<file path="src/sv/olids_pkg.sv">
// ----------------------------------------------------------------------------
// olids_pkg - shared types for the ordered list store
// Operation codes, status codes and the structs passed along the cell chain.
// ----------------------------------------------------------------------------
package olids_pkg;

   localparam int OLIDS_CAPACITY = 16;

   typedef enum logic [2:0] {
      F_INS_FIRST  = 3'd0,
      F_INS_LAST   = 3'd1,
      F_INS_BEFORE = 3'd2,
      F_INS_AFTER  = 3'd3,
      F_DELETE     = 3'd4,
      F_SEARCH     = 3'd5,
      F_READ       = 3'd6
   } func_type;

   localparam logic [1:0] ST_OK        = 2'd0;
   localparam logic [1:0] ST_NOT_FOUND = 2'd1;
   localparam logic [1:0] ST_FULL      = 2'd2;
   localparam logic [1:0] ST_RANGE     = 2'd3;

   typedef struct packed {
      logic     cmp_en;
      logic     upd_en;
      func_type op;
   } cell_ctrl_type;

   // what a cell shows its neighbors
   typedef struct packed {
      logic signed [31:0] val;
      logic               prior;   // a match exists in a lower cell
      logic               first;   // this cell holds the first match
      logic               carry;   // a match exists in this or a lower cell
   } cell_link_type;

endpackage

</file>
<file path="src/sv/olids_cell.sv">
// ----------------------------------------------------------------------------
// olids_cell - one entry of the ordered list
// Holds one value, compares it with the key, and shifts toward either neighbor.
// ----------------------------------------------------------------------------
module olids_cell
   import olids_pkg::*;
#(
   parameter int CAPACITY = OLIDS_CAPACITY,
   parameter int INDEX    = 0
) (
   input  logic                                  clock,
   input  cell_ctrl_type                         ctrl,
   input  logic [$clog2(CAPACITY+1)-1:0]         len,
   input  logic signed [31:0]                    key,
   input  logic signed [31:0]                    new_value,
   input  cell_link_type                         left,
   input  logic signed [31:0]                    right_val,
   output cell_link_type                         link
);

   localparam int LEN_W = $clog2(CAPACITY + 1);

   logic signed [31:0] val_ff, val_in;
   logic               match_ff, match_in;
   logic               prior, first, carry;

   assign prior  = left.carry;
   assign first  = match_ff & ~prior;
   assign carry  = prior | match_ff;

   assign link.val    = val_ff;
   assign link.prior  = prior;
   assign link.first  = first;
   assign link.carry  = carry;

   assign match_in = ctrl.cmp_en ? ((val_ff == key) && (LEN_W'(INDEX) < len)) : match_ff;

   always_comb begin
      val_in = val_ff;
      if (ctrl.upd_en) begin
         case (ctrl.op)
            F_INS_FIRST: begin
               val_in = (INDEX == 0) ? new_value : left.val;
            end
            F_INS_LAST: begin
               if (LEN_W'(INDEX) == len) val_in = new_value;
            end
            F_INS_BEFORE: begin
               if (first) val_in = new_value;
               else if (prior) val_in = left.val;
            end
            F_INS_AFTER: begin
               if (left.first) val_in = new_value;
               else if (left.prior) val_in = left.val;
            end
            F_DELETE: begin
               if (carry) val_in = right_val;
            end
            default: val_in = val_ff;
         endcase
      end
   end

   always_ff @(posedge clock) begin
      val_ff   <= val_in;
      match_ff <= match_in;
   end

endmodule

</file>
<file path="src/sv/ordered_list_insert_delete_search.sv">
// ----------------------------------------------------------------------------
// ordered_list_insert_delete_search - ordered list with insert/delete/search
// Keeps up to CAPACITY signed 32-bit entries in a chain of cells.
// ----------------------------------------------------------------------------
// Usage:
//   req_ carries one operation per beat (insert first/last/before/after,
//   delete, search, indexed read). rsp_ returns one beat per request with
//   the status, the read data and the list length after the operation.
//   Timing: the edge that accepts a request registers the key compare in
//   every cell; the execute state then resolves the first match along the
//   chain, shifts the cells and loads the response register, and rsp_tvalid
//   rises with that load. A new request is not accepted until the previous
//   one has executed.
//   The response register is the only wait point: while rsp_tready is low
//   a finished result holds, the next request is still accepted and its
//   execute cycle waits until the response register frees up.
//   Reset empties the list (length zero); entry contents are not cleared.
// ----------------------------------------------------------------------------
module ordered_list_insert_delete_search
   import olids_pkg::*;
#(
   parameter int CAPACITY = OLIDS_CAPACITY
) (
   input  logic        clock,
   input  logic        reset,
   input  logic        req_tvalid,
   output logic        req_tready,
   input  logic [71:0] req_tdata,   // func[2:0], key[34:3], new_value[66:35], position[70:67]
   output logic        rsp_tvalid,
   input  logic        rsp_tready,
   output logic [39:0] rsp_tdata    // status[1:0], read_data[33:2], length[38:34]
);

   localparam int LEN_W = $clog2(CAPACITY + 1);
   localparam int RD_N  = (CAPACITY < 16) ? CAPACITY : 16;
   localparam int CMP_W = (LEN_W > 4) ? LEN_W : 4;

   typedef enum logic [1:0] {
      S_IDLE = 2'b01,
      S_EXEC = 2'b10
   } state_type;

   state_type          state_ff, state_in;
   logic [LEN_W-1:0]   len_ff, len_in;
   func_type           func_ff;
   logic signed [31:0] nv_ff;
   logic [3:0]         pos_ff;
   logic signed [31:0] rd_ff, rd_in;
   logic               rsp_valid_ff;
   logic [1:0]         rsp_status_ff, status;
   logic signed [31:0] rsp_data_ff, data;
   logic [4:0]         rsp_len_ff;

   logic               req_fire, exec_go, upd_ok, found, full, rd_ok;
   cell_ctrl_type      ctrl;
   cell_link_type      links [CAPACITY];
   cell_link_type      lefts [CAPACITY];
   logic signed [31:0] rights [CAPACITY];

   assign req_tready = (state_ff == S_IDLE);
   assign req_fire   = req_tvalid & req_tready;
   assign exec_go    = (state_ff == S_EXEC) & (~rsp_valid_ff | rsp_tready);

   assign ctrl.cmp_en = req_fire;
   assign ctrl.upd_en = exec_go & upd_ok;
   assign ctrl.op     = func_ff;

   for (genvar i = 0; i < CAPACITY; i++) begin : g_cell
      if (i == 0) begin : g_left_edge
         assign lefts[i] = '0;
      end else begin : g_left
         assign lefts[i] = links[i-1];
      end
      if (i == CAPACITY - 1) begin : g_right_edge
         assign rights[i] = '0;
      end else begin : g_right
         assign rights[i] = links[i+1].val;
      end
      olids_cell #(
         .CAPACITY (CAPACITY),
         .INDEX    (i)
      ) u_cell (
         .clock     (clock),
         .ctrl      (ctrl),
         .len       (len_ff),
         .key       (req_tdata[34:3]),
         .new_value (nv_ff),
         .left      (lefts[i]),
         .right_val (rights[i]),
         .link      (links[i])
      );
   end

   always_comb begin
      rd_in = '0;
      for (int k = 0; k < RD_N; k++) begin
         if (req_tdata[70:67] == 4'(k)) rd_in = links[k].val;
      end
   end

   assign found = links[CAPACITY-1].carry;
   assign full  = (len_ff == LEN_W'(CAPACITY));
   assign rd_ok = (CMP_W'(pos_ff) < CMP_W'(len_ff));

   always_comb begin
      status = ST_OK;
      data   = '0;
      upd_ok = 1'b0;
      len_in = len_ff;
      unique case (func_ff) inside
         F_INS_FIRST, F_INS_LAST: begin
            if (full) status = ST_FULL;
            else upd_ok = 1'b1;
         end
         F_INS_BEFORE, F_INS_AFTER: begin
            if (full) status = ST_FULL;
            else if (!found) status = ST_NOT_FOUND;
            else upd_ok = 1'b1;
         end
         F_DELETE: begin
            if (!found) status = ST_NOT_FOUND;
            else upd_ok = 1'b1;
         end
         F_SEARCH: begin
            if (!found) status = ST_NOT_FOUND;
         end
         F_READ: begin
            if (rd_ok) data = rd_ff;
            else status = ST_RANGE;
         end
         default: status = ST_OK;
      endcase
      if (upd_ok) begin
         if (func_ff == F_DELETE) len_in = len_ff - LEN_W'(1);
         else len_in = len_ff + LEN_W'(1);
      end
   end

   always_comb begin
      state_in = state_ff;
      unique case (state_ff)
         S_IDLE: if (req_fire) state_in = S_EXEC;
         S_EXEC: if (exec_go) state_in = S_IDLE;
         default: state_in = S_IDLE;
      endcase
   end

   always_ff @(posedge clock) begin
      if (reset) begin
         state_ff     <= S_IDLE;
         len_ff       <= '0;
         rsp_valid_ff <= 1'b0;
      end else begin
         state_ff <= state_in;
         if (exec_go) begin
            len_ff       <= len_in;
            rsp_valid_ff <= 1'b1;
         end else if (rsp_tready) begin
            rsp_valid_ff <= 1'b0;
         end
      end
   end

   always_ff @(posedge clock) begin
      if (req_fire) begin
         func_ff <= func_type'(req_tdata[2:0]);
         nv_ff   <= req_tdata[66:35];
         pos_ff  <= req_tdata[70:67];
         rd_ff   <= rd_in;
      end
      if (exec_go) begin
         rsp_status_ff <= status;
         rsp_data_ff   <= data;
         rsp_len_ff    <= 5'(len_in);
      end
   end

   assign rsp_tvalid = rsp_valid_ff;
   assign rsp_tdata  = {1'b0, rsp_len_ff, rsp_data_ff, rsp_status_ff};

endmodule
</file>
<file path="config.mk">
export PLATFORM = sky130hd
export DESIGN_NAME = ordered_list_insert_delete_search
export DESIGN_NICKNAME = d
export VERILOG_FILES = /design/src/sv/olids_pkg.sv /design/src/sv/olids_cell.sv /design/src/sv/ordered_list_insert_delete_search.sv
export SDC_FILE = /design/constraint.sdc
export NUM_CORES = 2
export LEC_CHECK = 0
export ABC_AREA = 1
export BUFFER_PORTS_ARGS = -buffer_cell sky130_fd_sc_hd__clkbuf_2
export CAP_MARGIN = 25
export CORE_MARGIN = 5
export CORE_UTILIZATION = 31
export DETAILED_ROUTE_END_ITERATION = 10
export PLACE_DENSITY = 0.41
export REMOVE_ABC_BUFFERS = 1
export SETUP_SLACK_MARGIN = 0.1
export SYNTH_ARGS = -nofsm -noshare
export SYNTH_HDL_FRONTEND = slang
export SYNTH_SLANG_ARGS = --single-unit
export TNS_END_PERCENT = 1
</file>
<file path="constraint.sdc">
create_clock -name clock -period 19 [get_ports clock]
set_input_delay 3.8 -clock clock [delete_from_list [all_inputs] [get_ports clock]]
set_output_delay 3.8 -clock clock [all_outputs]
set_load 0.01 [all_outputs]
</file>
==> metrics.csv <==
metric,value,unit
die_y,414,µm
grt_overflow,0,
outcome,"complete, no violations",
rsz0062_at_grt,no,
clockBufferDepth,3,
synth-seq-cells,646,
max_slew.worst_pin.slew,1220,ps
grt_antenna_before_repair,9,
crit_required,19430,ps
syn_avg_cell_area,7.47,µm²
yosysMostFrequentCell,nand2_1,
syn-cell-area,50500,µm²
gp_congestion,1.02,
vias,56100,
place.port_buffers,115,
hold_buffers,0,
synth_edf_count,638,
synth_area_leaders,"edfxtp_1 38%, nand2_1 9.5%, o211ai_1 5.7%, nor2_1 5.0%, inv_1 4.7%",
clock_skew,23.3,ps
clock_latency,740,ps
maxCapViolCount,0,
cts.repair.resized,0,
setup_viol,0,
synthCells,6758,
dieArea,171000,µm²
area.growth.synth_to_final,11.3,%
place_ws,11470,ps
worst_hold_path_type,flip-flop to flip-flop,
finalHoldViolations,0,
critPathLaunchType,primary input,
p_per_area,74.0,nW/µm²
slew_headroom,18.4,%
drc,0,
wl,324000,µm
netlist.area_leader.share,37.9,%
via_per_inst,6.35,
min_path_cells,2,
cp_max_fo,25,
report.final.slew_viol_count,0,
wl_met1,136000,µm
tns,0,ps
synthTopCellsByCount,"1279 x nand2_1, 666 x nor2_1, 638 x edfxtp_1",
worstSetupPathType,primary input to flip-flop,
synth_seq_area_share,38.3,%
fin_ws,11990,ps
pin_count,118,
post_cts_buffers,0,
cts_tree,done,
dp_hpwl,236000,µm
met3WireLength,33400,µm
min_period,7010,ps
rows,148,
synth_ff_type,edfxtp_1,
fin_crit_sh,36.9,%
end_kind,flip-flop,
drtPass1Iterations,6,
wl_per_cell,36.7,µm
ir_drop,0.0000644,V
start_util,31.1,%
ys.warnings.count,0,
drtIter0Drc,9005,
layout-drive-gt1-share,7.21,%
chipWidth,414,µm
cts-root-buf,clkbuf_16,
fmax,143,MHz
dr_wl_met2,129000,µm
grt_max_degree,159,
top_layer_used,met5,
ant_nets,0,
grt_pass1_vias,49900,
p_leak,19.5,nW
synth_top_cell_by_area,edfxtp_1,
grt_pass1_wl,436000,µm
design.core.area,162000,µm²
r2r_cells,14,
numCtsBuffers,91,
async_reset_ff_share,0,%
grt_usage,36.5,%
synth_cell_types,52,
cts_sinks,646,
clk_pin_slew_worst_paths,60,ps
cp.arrival,7450,ps
nNetsFinal,6678,
htree_levels,3,
[cells in the final DEF, fill, tap and decap left out, types with 7 or more instances in the layout]
master,n
xnor2_1,152
clkbuf_2,115
o2111ai_1,58
xor2_1,70
a32oi_1,95
nor2_2,7
dfxtp_1,8
o21ai_0,374
nand4_1,160
nand3_1,253
nor3_1,72
a31oi_1,122
nor2_1,634
edfxtp_1,638
a41oi_1,11
or2_2,10
a21oi_1,465
clkinv_1,65
ha_1,8
clkbuf_1,21
inv_1,630
o211ai_1,384
nand2_1,1274
a2111oi_0,54
buf_4,156
clkbuf_16,94
o22ai_1,161
a211oi_1,261
a221oi_1,59
nor2_4,32
a22oi_1,35
clkinv_2,17
o221ai_1,11
nor4_1,71
[metrics by stage]
| step | utilization (%) | total power [mW] | instances | hold WS, ps | instance area (µm²) |
|---|---|---|---|---|---|
| 4_1_cts | 34.6 | 4.14 | 8827 | 547 | 56100 |
| 3_3_place_gp | 32.8 | 2.43 | 8666 | 527 | 53200 |
| 6_report | 34.6 | 4.16 | 8835 | 544 | 56200 |
| 5_1_grt | 34.6 | 4.25 | 8831 | 568 | 56200 |
| 2_1_floorplan | - | 2.07 | 6219 | 519 | 48400 |
| 3_5_place_dp | 32.9 | 2.44 | 8672 | 534 | 53400 |
[power breakdown]
part,leakage (nW),switching (mW),total [mW],internal (mW)
logic,12.3,0.602,0.791,0.189
clock network,1.35,0.760,1.71,0.950
registers,5.89,0.0390,1.66,1.62
[worst max-delay path: stages]
cell and delay, ps:
clkbuf_2 230, inv_1 90, nand2_1 440, nor2_4 70, buf_4 280, inv_1 430
nor2_1 80, nor3_1 480, nand3_1 280, o22ai_1 330, nand4_1 240, nor3_1 510
nand4_1 170
[sequential cells by signal, summed over array words and instances, names as in the netlist, 4 cells and up]
name and cells:
nv_ff 32, g_cell.u_cell.match_ff 16, rsp_data_ff 32, rsp_len_ff 5, rd_ff 32, len_ff 5
pos_ff 4, g_cell.u_cell.val_ff 512
[worst paths after layout]
path | from | endpoint | slack (ps)
worst max register to register | func_ff[1] | g_cell[8].u_cell.val_ff[22] | 12970
worst min-delay path | rd_ff[16] | rsp_data_ff[16] | 540
worst max-delay path | req_tdata[67] | rd_ff[22] | 11990
worst min register to register | rd_ff[16] | rsp_data_ff[16] | 540
[per-layer routing]
metal / global-route usage, % / vias to the layer above
met1: 51.3 / 27500
met2: 50.6 / 3794
met3: 7.34 / 671
met5: 0 / -
li1: - / 24200
met4: 23.1 / 2
[final cells by class]
class	count	area [µm²]
clock buffers	115	2430
flip-flops and latches	646	19300
multi-input cells	4886	26800
well taps	2175	2720
diodes	4	10.0
fillers	17400	106000
clock inverters	40	313
repair buffers	282	2000
inverters	687	2610
[cell families after synthesis]
logic type / share of synthesized area [%]
compound gates: 27.2
xor+xnor: 3.85
fa+ha+maj: 0.198
buf+inv: 9.25
flops: 38.3
other cells: 0.00743
simple gates: 21.2
(Power assumes the default switching activity.)
